### src/sv/ltrk_pkg.sv
// ----------------------------------------------------------------------------
// ltrk_pkg
// shared constants and types for the two-axis light tracker servo loop
// ----------------------------------------------------------------------------
package ltrk_pkg;

   // default parameter values
   localparam int SAMPLE_BITS_DEF    = 10;
   localparam int GAIN_FRAC_BITS_DEF = 12;

   // fixed field widths
   localparam int GAIN_W      = 16;
   localparam int DZ_W        = 8;
   localparam int POS_W       = 12;
   localparam int CSR_IDX_W   = 3;
   localparam int CSR_DATA_W  = 16;
   localparam int RSP_TDATA_W = ((2 * POS_W + 7) / 8) * 8;

   localparam logic [POS_W-1:0] POS_MAX = {POS_W{1'b1}};

   // register indexes
   localparam logic [CSR_IDX_W-1:0] CSR_YAW_GAIN     = 3'd0;
   localparam logic [CSR_IDX_W-1:0] CSR_PITCH_GAIN   = 3'd1;
   localparam logic [CSR_IDX_W-1:0] CSR_YAW_INVERT   = 3'd2;
   localparam logic [CSR_IDX_W-1:0] CSR_PITCH_INVERT = 3'd3;
   localparam logic [CSR_IDX_W-1:0] CSR_DEAD_ZONE    = 3'd4;
   localparam logic [CSR_IDX_W-1:0] CSR_PULSE_MAX    = 3'd5;
   localparam logic [CSR_IDX_W-1:0] CSR_PULSE_MIN    = 3'd6;

   // register reset values
   localparam logic [GAIN_W-1:0] YAW_GAIN_RST     = 16'd492;
   localparam logic [GAIN_W-1:0] PITCH_GAIN_RST   = 16'd205;
   localparam logic              YAW_INVERT_RST   = 1'b0;
   localparam logic              PITCH_INVERT_RST = 1'b1;
   localparam logic [DZ_W-1:0]   DEAD_ZONE_RST    = 8'd0;
   localparam logic [POS_W-1:0]  PULSE_MAX_RST    = 12'd1900;
   localparam logic [POS_W-1:0]  PULSE_MIN_RST    = 12'd1100;

   // position reset values
   localparam logic [POS_W-1:0] YAW_POS_RST   = 12'd1500;
   localparam logic [POS_W-1:0] PITCH_POS_RST = 12'd1750;

   // qualifiers of one axis step
   typedef struct packed {
      logic neg;    // exact step below zero
      logic pos;    // exact step above zero
      logic drop;   // magnitude inside the dead zone
   } step_flags_type;

endpackage

### src/sv/two_axis_light_tracker_servo_loop_top.sv
// ----------------------------------------------------------------------------
// two_axis_light_tracker_servo_loop_top
// light-seeking pan/tilt servo loop: four sensor samples in, two pulse widths out
// ----------------------------------------------------------------------------
// Each transfer on the req side carries one control tick of four light samples;
// the block answers with exactly one rsp transfer holding the new yaw and pitch
// servo pulse widths in microseconds. Yaw error is right minus left, pitch error
// is top minus bottom; each is negated, scaled by its unsigned gain
// (GAIN_FRAC_BITS fractional bits), optionally inverted, and integrated into a
// 12-bit position saturated to 0..4095. Steps under the dead zone, and steps that
// push outward while the axis sits at or past pulse_min/pulse_max, are dropped;
// an accepted step may overshoot a limit. The block takes one item per clock
// while rsp_tready does not stall the output, through a three-register pipeline
// (input register, gain product register, position register); rsp_tvalid rises
// as a result is loaded into the position register, which feeds back on itself
// so that a new item may follow on every clock. The csr port is always ready;
// write it only while no item is in flight.
// ----------------------------------------------------------------------------
module two_axis_light_tracker_servo_loop_top #(
   parameter int SAMPLE_BITS    = ltrk_pkg::SAMPLE_BITS_DEF,
   parameter int GAIN_FRAC_BITS = ltrk_pkg::GAIN_FRAC_BITS_DEF
) (
   input  logic                                    clock,
   input  logic                                    reset,
   // req_tdata: light_top_right, light_top_left, light_bottom_right,
   // light_bottom_left, zero padding
   input  logic                                    req_tvalid,
   output logic                                    req_tready,
   input  logic [((4*SAMPLE_BITS+7)/8)*8-1:0]      req_tdata,
   // rsp_tdata: yaw_pulse, pitch_pulse
   output logic                                    rsp_tvalid,
   input  logic                                    rsp_tready,
   output logic [ltrk_pkg::RSP_TDATA_W-1:0]        rsp_tdata,
   // register writes
   input  logic                                    csr_valid,
   output logic                                    csr_ready,
   input  logic [ltrk_pkg::CSR_IDX_W-1:0]          csr_index,
   input  logic [ltrk_pkg::CSR_DATA_W-1:0]         csr_wdata
);

   localparam int MAG_W = ltrk_pkg::GAIN_W + SAMPLE_BITS + 1;
   localparam int POS_W = ltrk_pkg::POS_W;

   // configuration registers
   logic [ltrk_pkg::GAIN_W-1:0] yaw_gain_ff;
   logic [ltrk_pkg::GAIN_W-1:0] pitch_gain_ff;
   logic                        yaw_invert_ff;
   logic                        pitch_invert_ff;
   logic [ltrk_pkg::DZ_W-1:0]   dead_zone_ff;
   logic [POS_W-1:0]            pulse_max_ff;
   logic [POS_W-1:0]            pulse_min_ff;

   // pipeline valids
   logic in_vld_ff;
   logic in_vld_in;
   logic prod_vld_ff;
   logic prod_vld_in;
   logic rsp_vld_ff;
   logic rsp_vld_in;

   // stage loads, each stage moves on when its successor has room
   logic out_load;
   logic prod_load;
   logic in_load;

   // input register
   logic [SAMPLE_BITS-1:0] top_right_ff;
   logic [SAMPLE_BITS-1:0] top_left_ff;
   logic [SAMPLE_BITS-1:0] bot_right_ff;
   logic [SAMPLE_BITS-1:0] bot_left_ff;

   // product stage outputs
   logic [MAG_W-1:0]          yaw_mag;
   logic [MAG_W-1:0]          pitch_mag;
   ltrk_pkg::step_flags_type  yaw_flags;
   ltrk_pkg::step_flags_type  pitch_flags;

   // positions double as the result register
   logic [POS_W-1:0] yaw_pos;
   logic [POS_W-1:0] pitch_pos;

   assign csr_ready = 1'b1;

   always_comb begin
      out_load    = !rsp_vld_ff || rsp_tready;
      prod_load   = !prod_vld_ff || out_load;
      in_load     = !in_vld_ff || prod_load;
      in_vld_in   = in_load   ? req_tvalid  : in_vld_ff;
      prod_vld_in = prod_load ? in_vld_ff   : prod_vld_ff;
      rsp_vld_in  = out_load  ? prod_vld_ff : rsp_vld_ff;
   end

   assign req_tready = in_load;
   assign rsp_tvalid = rsp_vld_ff;
   assign rsp_tdata  = {pitch_pos, yaw_pos};

   always_ff @(posedge clock) begin
      if (reset) begin
         in_vld_ff   <= 1'b0;
         prod_vld_ff <= 1'b0;
         rsp_vld_ff  <= 1'b0;
      end else begin
         in_vld_ff   <= in_vld_in;
         prod_vld_ff <= prod_vld_in;
         rsp_vld_ff  <= rsp_vld_in;
      end
   end

   // sample capture on each req transfer
   always_ff @(posedge clock) begin
      if (req_tvalid && in_load) begin
         top_right_ff <= req_tdata[SAMPLE_BITS-1:0];
         top_left_ff  <= req_tdata[2*SAMPLE_BITS-1:SAMPLE_BITS];
         bot_right_ff <= req_tdata[3*SAMPLE_BITS-1:2*SAMPLE_BITS];
         bot_left_ff  <= req_tdata[4*SAMPLE_BITS-1:3*SAMPLE_BITS];
      end
   end

   // register file; indexes past the list are ignored
   always_ff @(posedge clock) begin
      if (reset) begin
         yaw_gain_ff     <= ltrk_pkg::YAW_GAIN_RST;
         pitch_gain_ff   <= ltrk_pkg::PITCH_GAIN_RST;
         yaw_invert_ff   <= ltrk_pkg::YAW_INVERT_RST;
         pitch_invert_ff <= ltrk_pkg::PITCH_INVERT_RST;
         dead_zone_ff    <= ltrk_pkg::DEAD_ZONE_RST;
         pulse_max_ff    <= ltrk_pkg::PULSE_MAX_RST;
         pulse_min_ff    <= ltrk_pkg::PULSE_MIN_RST;
      end else if (csr_valid) begin
         unique case (csr_index)
            ltrk_pkg::CSR_YAW_GAIN: begin
               yaw_gain_ff <= csr_wdata;
            end
            ltrk_pkg::CSR_PITCH_GAIN: begin
               pitch_gain_ff <= csr_wdata;
            end
            ltrk_pkg::CSR_YAW_INVERT: begin
               yaw_invert_ff <= csr_wdata[0];
            end
            ltrk_pkg::CSR_PITCH_INVERT: begin
               pitch_invert_ff <= csr_wdata[0];
            end
            ltrk_pkg::CSR_DEAD_ZONE: begin
               dead_zone_ff <= csr_wdata[ltrk_pkg::DZ_W-1:0];
            end
            ltrk_pkg::CSR_PULSE_MAX: begin
               pulse_max_ff <= csr_wdata[POS_W-1:0];
            end
            ltrk_pkg::CSR_PULSE_MIN: begin
               pulse_min_ff <= csr_wdata[POS_W-1:0];
            end
            default: begin
            end
         endcase
      end
   end

   // yaw: right minus left
   ltrk_step_calc #(
      .SAMPLE_BITS    (SAMPLE_BITS),
      .GAIN_FRAC_BITS (GAIN_FRAC_BITS)
   ) u_yaw_calc (
      .clock     (clock),
      .load      (prod_load && in_vld_ff),
      .plus_a    (top_right_ff),
      .plus_b    (bot_right_ff),
      .minus_a   (top_left_ff),
      .minus_b   (bot_left_ff),
      .gain      (yaw_gain_ff),
      .invert    (yaw_invert_ff),
      .dead_zone (dead_zone_ff),
      .mag_ff    (yaw_mag),
      .flags_ff  (yaw_flags)
   );

   // pitch: top minus bottom
   ltrk_step_calc #(
      .SAMPLE_BITS    (SAMPLE_BITS),
      .GAIN_FRAC_BITS (GAIN_FRAC_BITS)
   ) u_pitch_calc (
      .clock     (clock),
      .load      (prod_load && in_vld_ff),
      .plus_a    (top_right_ff),
      .plus_b    (top_left_ff),
      .minus_a   (bot_right_ff),
      .minus_b   (bot_left_ff),
      .gain      (pitch_gain_ff),
      .invert    (pitch_invert_ff),
      .dead_zone (dead_zone_ff),
      .mag_ff    (pitch_mag),
      .flags_ff  (pitch_flags)
   );

   // positions advance only as a result enters the output slot
   ltrk_axis #(
      .SAMPLE_BITS    (SAMPLE_BITS),
      .GAIN_FRAC_BITS (GAIN_FRAC_BITS),
      .RESET_POS      (ltrk_pkg::YAW_POS_RST)
   ) u_yaw_axis (
      .clock       (clock),
      .reset       (reset),
      .update      (out_load && prod_vld_ff),
      .mag         (yaw_mag),
      .flags       (yaw_flags),
      .pulse_min   (pulse_min_ff),
      .pulse_max   (pulse_max_ff),
      .position_ff (yaw_pos)
   );

   ltrk_axis #(
      .SAMPLE_BITS    (SAMPLE_BITS),
      .GAIN_FRAC_BITS (GAIN_FRAC_BITS),
      .RESET_POS      (ltrk_pkg::PITCH_POS_RST)
   ) u_pitch_axis (
      .clock       (clock),
      .reset       (reset),
      .update      (out_load && prod_vld_ff),
      .mag         (pitch_mag),
      .flags       (pitch_flags),
      .pulse_min   (pulse_min_ff),
      .pulse_max   (pulse_max_ff),
      .position_ff (pitch_pos)
   );

endmodule

### src/sv/ltrk_step_calc.sv
// ----------------------------------------------------------------------------
// ltrk_step_calc
// error, gain product and step qualifiers of one axis, registered
// ----------------------------------------------------------------------------
module ltrk_step_calc #(
   parameter int SAMPLE_BITS    = ltrk_pkg::SAMPLE_BITS_DEF,
   parameter int GAIN_FRAC_BITS = ltrk_pkg::GAIN_FRAC_BITS_DEF
) (
   input  logic                                           clock,
   input  logic                                           load,
   input  logic [SAMPLE_BITS-1:0]                         plus_a,
   input  logic [SAMPLE_BITS-1:0]                         plus_b,
   input  logic [SAMPLE_BITS-1:0]                         minus_a,
   input  logic [SAMPLE_BITS-1:0]                         minus_b,
   input  logic [ltrk_pkg::GAIN_W-1:0]                    gain,
   input  logic                                           invert,
   input  logic [ltrk_pkg::DZ_W-1:0]                      dead_zone,
   output logic [ltrk_pkg::GAIN_W+SAMPLE_BITS:0]          mag_ff,
   output ltrk_pkg::step_flags_type                       flags_ff
);

   localparam int SUM_W = SAMPLE_BITS + 1;
   localparam int ERR_W = SAMPLE_BITS + 2;
   localparam int ABS_W = SAMPLE_BITS + 1;
   localparam int MAG_W = ltrk_pkg::GAIN_W + ABS_W;

   logic [SUM_W-1:0]          sum_plus;
   logic [SUM_W-1:0]          sum_minus;
   logic signed [ERR_W-1:0]   err;
   logic [ERR_W-1:0]          err_abs;
   logic                      err_neg;
   logic                      err_pos;
   logic [MAG_W-1:0]          mag_in;
   logic [MAG_W-1:0]          dz_limit;
   logic                      mag_nz;
   ltrk_pkg::step_flags_type  flags_in;

   always_comb begin
      sum_plus  = SUM_W'(plus_a) + SUM_W'(plus_b);
      sum_minus = SUM_W'(minus_a) + SUM_W'(minus_b);
      err       = $signed(ERR_W'(sum_plus)) - $signed(ERR_W'(sum_minus));
      err_neg   = err[ERR_W-1];
      err_pos   = !err_neg && (err != '0);
      err_abs   = err_neg ? ERR_W'(-err) : ERR_W'(err);
      mag_in    = MAG_W'(gain) * MAG_W'(err_abs[ABS_W-1:0]);
      mag_nz    = (mag_in != '0);
      dz_limit  = MAG_W'(dead_zone) << GAIN_FRAC_BITS;
      // step is -gain*err, negated once more when inverted
      flags_in.neg  = mag_nz && ((err_pos && !invert) || (err_neg && invert));
      flags_in.pos  = mag_nz && ((err_neg && !invert) || (err_pos && invert));
      flags_in.drop = (mag_in < dz_limit);
   end

   always_ff @(posedge clock) begin
      if (load) begin
         mag_ff   <= mag_in;
         flags_ff <= flags_in;
      end
   end

endmodule

### src/sv/ltrk_axis.sv
// ----------------------------------------------------------------------------
// ltrk_axis
// position register of one axis with limit rules and saturating update
// ----------------------------------------------------------------------------
module ltrk_axis #(
   parameter int                          SAMPLE_BITS    = ltrk_pkg::SAMPLE_BITS_DEF,
   parameter int                          GAIN_FRAC_BITS = ltrk_pkg::GAIN_FRAC_BITS_DEF,
   parameter logic [ltrk_pkg::POS_W-1:0]  RESET_POS      = ltrk_pkg::YAW_POS_RST
) (
   input  logic                                  clock,
   input  logic                                  reset,
   input  logic                                  update,
   input  logic [ltrk_pkg::GAIN_W+SAMPLE_BITS:0] mag,
   input  ltrk_pkg::step_flags_type              flags,
   input  logic [ltrk_pkg::POS_W-1:0]            pulse_min,
   input  logic [ltrk_pkg::POS_W-1:0]            pulse_max,
   output logic [ltrk_pkg::POS_W-1:0]            position_ff
);

   localparam int MAG_W  = ltrk_pkg::GAIN_W + SAMPLE_BITS + 1;
   localparam int STEP_W = MAG_W - GAIN_FRAC_BITS;
   localparam int WIDE_W = (STEP_W > ltrk_pkg::POS_W) ? STEP_W + 1 : ltrk_pkg::POS_W + 1;

   logic [STEP_W-1:0]          step;
   logic [WIDE_W-1:0]          step_w;
   logic [WIDE_W-1:0]          pos_w;
   logic [WIDE_W-1:0]          sum_w;
   logic                       blocked;
   logic [ltrk_pkg::POS_W-1:0] moved;
   logic [ltrk_pkg::POS_W-1:0] position_in;

   always_comb begin
      step    = mag[MAG_W-1:GAIN_FRAC_BITS];
      step_w  = WIDE_W'(step);
      pos_w   = WIDE_W'(position_ff);
      sum_w   = pos_w + step_w;
      // dead-zone steps and outward pushes at or beyond a limit are ignored
      blocked = flags.drop ||
                ((position_ff <= pulse_min) && flags.neg) ||
                ((position_ff >= pulse_max) && flags.pos);
      if (flags.neg) begin
         moved = (step_w > pos_w) ? '0 : ltrk_pkg::POS_W'(pos_w - step_w);
      end else begin
         moved = (sum_w > WIDE_W'(ltrk_pkg::POS_MAX)) ? ltrk_pkg::POS_MAX
                                                      : ltrk_pkg::POS_W'(sum_w);
      end
      position_in = blocked ? position_ff : moved;
   end

   always_ff @(posedge clock) begin
      if (reset) begin
         position_ff <= RESET_POS;
      end else if (update) begin
         position_ff <= position_in;
      end
   end

endmodule

### config.mk
export PLATFORM = sky130hd
export DESIGN_NAME = two_axis_light_tracker_servo_loop_top
export DESIGN_NICKNAME = d
export VERILOG_FILES = /design/src/sv/ltrk_pkg.sv /design/src/sv/two_axis_light_tracker_servo_loop_top.sv /design/src/sv/ltrk_step_calc.sv /design/src/sv/ltrk_axis.sv
export SDC_FILE = /design/constraint.sdc
export NUM_CORES = 1
export LEC_CHECK = 0
export BUFFER_PORTS_ARGS = -buffer_cell sky130_fd_sc_hd__buf_2
export CAP_MARGIN = 20
export CORE_MARGIN = 3
export CORE_UTILIZATION = 50
export DETAILED_ROUTE_END_ITERATION = 8
export PLACE_DENSITY = 0.78
export SETUP_SLACK_MARGIN = 0.15
export SLEW_MARGIN = 20
export SYNTH_ARGS = -nofsm -noshare
export SYNTH_HDL_FRONTEND = slang
export SYNTH_SLANG_ARGS = --single-unit
### constraint.sdc
create_clock -name clock -period 18 [get_ports clock]
set_clock_uncertainty 0.05 [all_clocks]
set_input_delay 0 -clock clock [delete_from_list [all_inputs] [get_ports clock]]
set_output_delay 0 -clock clock [all_outputs]
set_load 0.05 [all_outputs]
==> flow_metrics.env <==
export IMPL_cp_common_cell="fa_1"
export IMPL_final_cell_mix="479 x inv_1, 336 x nand2_1, 294 x fa_1"
export IMPL_crit_path_max_fanout=16
export IMPL_placed_area_um2=25700
export IMPL_ant_nets=0
export IMPL_wl_per_cell_um=18.5
export IMPL_grt_pass1_wl_um=108000
export IMPL_hold_end="pitch_invert_ff$_SDFFE_PP1P_"
export IMPL_gr_total_overflow=0
export IMPL_drc=0
export IMPL_drt_wl_total_um=66700
export IMPL_clk_latency_ns=0.46
export IMPL_rrSetupSlack_ns=7.56
export IMPL_place_hpwl_um=51600
export IMPL_finalCriticalPeriod_ns=10.44
export IMPL_vias=20700
export IMPL_seqCellArea_um2=4140
export IMPL_period_share_pct=58.0
export IMPL_min_delay_start="csr_valid"
export IMPL_io_buffers=89
export IMPL_slowest_stage="xor2_2"
export IMPL_synth_distinct_cells=86
export IMPL_worst_setup_path_start_kind="register"
export IMPL_grt_start_max_net_pins=67
export IMPL_multi_input_area_um2=18400
export IMPL_grt_pass1_vias=21200
export IMPL_synth_top_flop_cell="dfxtp_1"
export IMPL_std_cell_rows=80
export IMPL_synth_edff_count=76
export IMPL_cts_buffers_inserted=17
export IMPL_initial_core_util_pct=51.2
export IMPL_cts_setup_buffers=0
export IMPL_die_area_um2=52100
export IMPL_end_kind="register"
export IMPL_worstHoldPathType="input port to register"
export IMPL_regToRegEndpoint="u_yaw_calc.flags_ff[2]$_DFFE_PP_"
export IMPL_num_nets_final=3586
export IMPL_final_area_um2=27000
export IMPL_cts_root_buffer="clkbuf_16"
export IMPL_synth_async_sr_flop_share_pct=0
export IMPL_status="completed"
export IMPL_pin_count=91
export IMPL_worst_setup_path_type="register to register"
export IMPL_rsz0062_at_grt="no"
export IMPL_finalSetupTns_ns=0
export IMPL_post_cts_resized=0
export IMPL_n_fill_cell=4253
export IMPL_maxSlewHeadroom_pct=29.2
export IMPL_grtUsageTotal_pct=25.6
export IMPL_ys_warnings_count=0
export IMPL_reg2reg_depth=32
export IMPL_slew_viol_final=0
export IMPL_slowest_delay_ns=0.59
export IMPL_ctsLongestPathBuffers=2
export IMPL_synth_nets=3509
export IMPL_viasPerCell=5.74
export IMPL_syn_inst=2863
export IMPL_synth_area_top_cells="fa_1 24%, ha_1 15%, edfxtp_1 9.2%"
export IMPL_ys_seq_area_share_pct=16.8
export IMPL_globalplace_congestion=0.959
export IMPL_finalSetupViolations=0
export IMPL_worstMarginPinSlew_ns=1.06
export IMPL_area_growth_syn_to_layout_pct=9.18
export IMPL_die_w_um=228
export IMPL_cts_clk_slew_worst_paths_ns=0.08
export IMPL_placed_cells=3514
export IMPL_synth_seq_cells=169
export IMPL_synth_top_area_share_pct=23.8
export IMPL_holdWs_ns=0.0480
export IMPL_cts_tree="yes"
export IMPL_final_common_cell="inv_1"
export IMPL_cap_violations=0
export IMPL_cts_htree_levels=4
export IMPL_dr_pass1_iters=6
export IMPL_syn_avg_cell_area_um2=8.63
export IMPL_cts_sinks=169
export IMPL_core_um2=48200
export IMPL_dieHeight_um=228
export IMPL_clock_fmax_mhz=95.8
export IMPL_fin_cells=3611
export IMPL_r2r_start="top_right_ff[0]$_DFFE_PP_"
export IMPL_hold_buffers=62
export IMPL_drive_gt1_share_pct=6.26
export IMPL_hold_violations=0
export IMPL_required_ns=18.11
export IMPL_syn_area_um2=24700
export IMPL_critical_path_arrival_ns=10.55
export IMPL_drt_iter0_drc=1685
export IMPL_yosys_area_top_type="fa_1"
export IMPL_min_path_cells=5
export IMPL_antenna_found_initial=3
## flip-flops by register name (all words and copies together) (netlist names), 3 cells and up
signal / cells
dead_zone_ff: 8
pulse_min_ff: 12
pulse_max_ff: 12
u_pitch_axis.position_ff: 12
top_right_ff: 10
pitch_gain_ff: 16
u_yaw_calc.mag_ff: 15
u_yaw_calc.flags_ff: 3
u_pitch_calc.mag_ff: 15
u_yaw_axis.position_ff: 12
bot_left_ff: 10
top_left_ff: 10
u_pitch_calc.flags_ff: 3
bot_right_ff: 10
yaw_gain_ff: 16
## how the worst max path moves through the flow
| stage | startpoint | to | slack [ns] |
|---|---|---|---|
| 2_1_floorplan | top_right_ff[0]$_DFFE_PP_ | u_yaw_calc.flags_ff[0]$_DFFE_PP_ | 8.61 |
| 6_report | top_right_ff[0]$_DFFE_PP_ | u_yaw_calc.flags_ff[2]$_DFFE_PP_ | 7.56 |
| 3_5_place_dp | top_right_ff[0]$_DFFE_PP_ | u_yaw_calc.flags_ff[1]$_DFFE_PP_ | 7.34 |
| 4_1_cts | top_right_ff[0]$_DFFE_PP_ | u_yaw_calc.flags_ff[2]$_DFFE_PP_ | 7.30 |
| 3_3_place_gp | top_right_ff[0]$_DFFE_PP_ | u_yaw_calc.flags_ff[1]$_DFFE_PP_ | 7.58 |
| 5_1_grt | top_right_ff[0]$_DFFE_PP_ | u_yaw_calc.flags_ff[0]$_DFFE_PP_ | 6.80 |
## per-layer routing
metal	vias to the layer above	routed length [um]	share of wire, %	global-route usage, %
li1	9588	-	-	-
met1	10200	28600	43	33.9
met2	810	31200	47	42.7
met3	130	5080	7.6	4.49
met4	4	1860	2.8	8.09
met5	-	30	0.045	0
## layout make-up
type / count / area share [%]
Clock inverter: 15 / 0.659
Timing Repair Buffer: 172 / 4.61
Antenna cell: 2 / 0.0186
Inverter: 480 / 6.68
Clock buffer: 17 / 1.58
Multi-Input combinational cell: 2100 / 68.0
Sequential cell: 169 / 15.4
Tap cell: 656 / 3.04
## cell usage after synthesis (10+ instances only)
cell	number
inv_1	479
nand2_1	336
fa_1	294
ha_1	288
a21oi_1	152
nor2b_1	112
nor2_1	103
clkbuf_1	101
dfxtp_1	93
and2_1	91
o21ai_0	85
edfxtp_1	76
nand2b_1	55
xnor2_1	51
nand3_1	47
a21o_1	45
nor3_1	43
o211ai_1	29
o21a_1	22
xor2_1	22
a211oi_1	21
or3_1	20
a31oi_1	19
nand4_1	17
and3_1	15
o31ai_1	14
o21bai_1	13
nor4_1	11
o2111ai_1	11
and2b_1	10
or2_2	10
## critical path, delay by kind of cell (launching register included)
family / cells / cell delay [ns]
fa+ha+maj: 10 / 4.84
compound gates: 9 / 2.05
simple gates: 6 / 1.88
xor+xnor: 1 / 0.59
flops: 1 / 0.46
buf+inv: 6 / 0.31
## per-stage QoR
stage               util, %  setup WS [ns]
finish                 55.9           7.56
global route           55.9           6.80
CTS                    55.8           7.30
detailed placement     53.2           7.34
global placement       53.2           7.58
floorplan                 -           8.61
## logic make-up after synthesis
group | synth area share [%]
compound gates | 14.1
xor+xnor | 2.59
fa+ha+maj | 38.4
buf+inv | 9.17
flops | 16.8
mux | 0.258
other cells | 0.0152
simple gates | 18.7
Power is not shown: default switching activity piles up to over one toggle a cycle in this logic, so the estimate is an artifact.
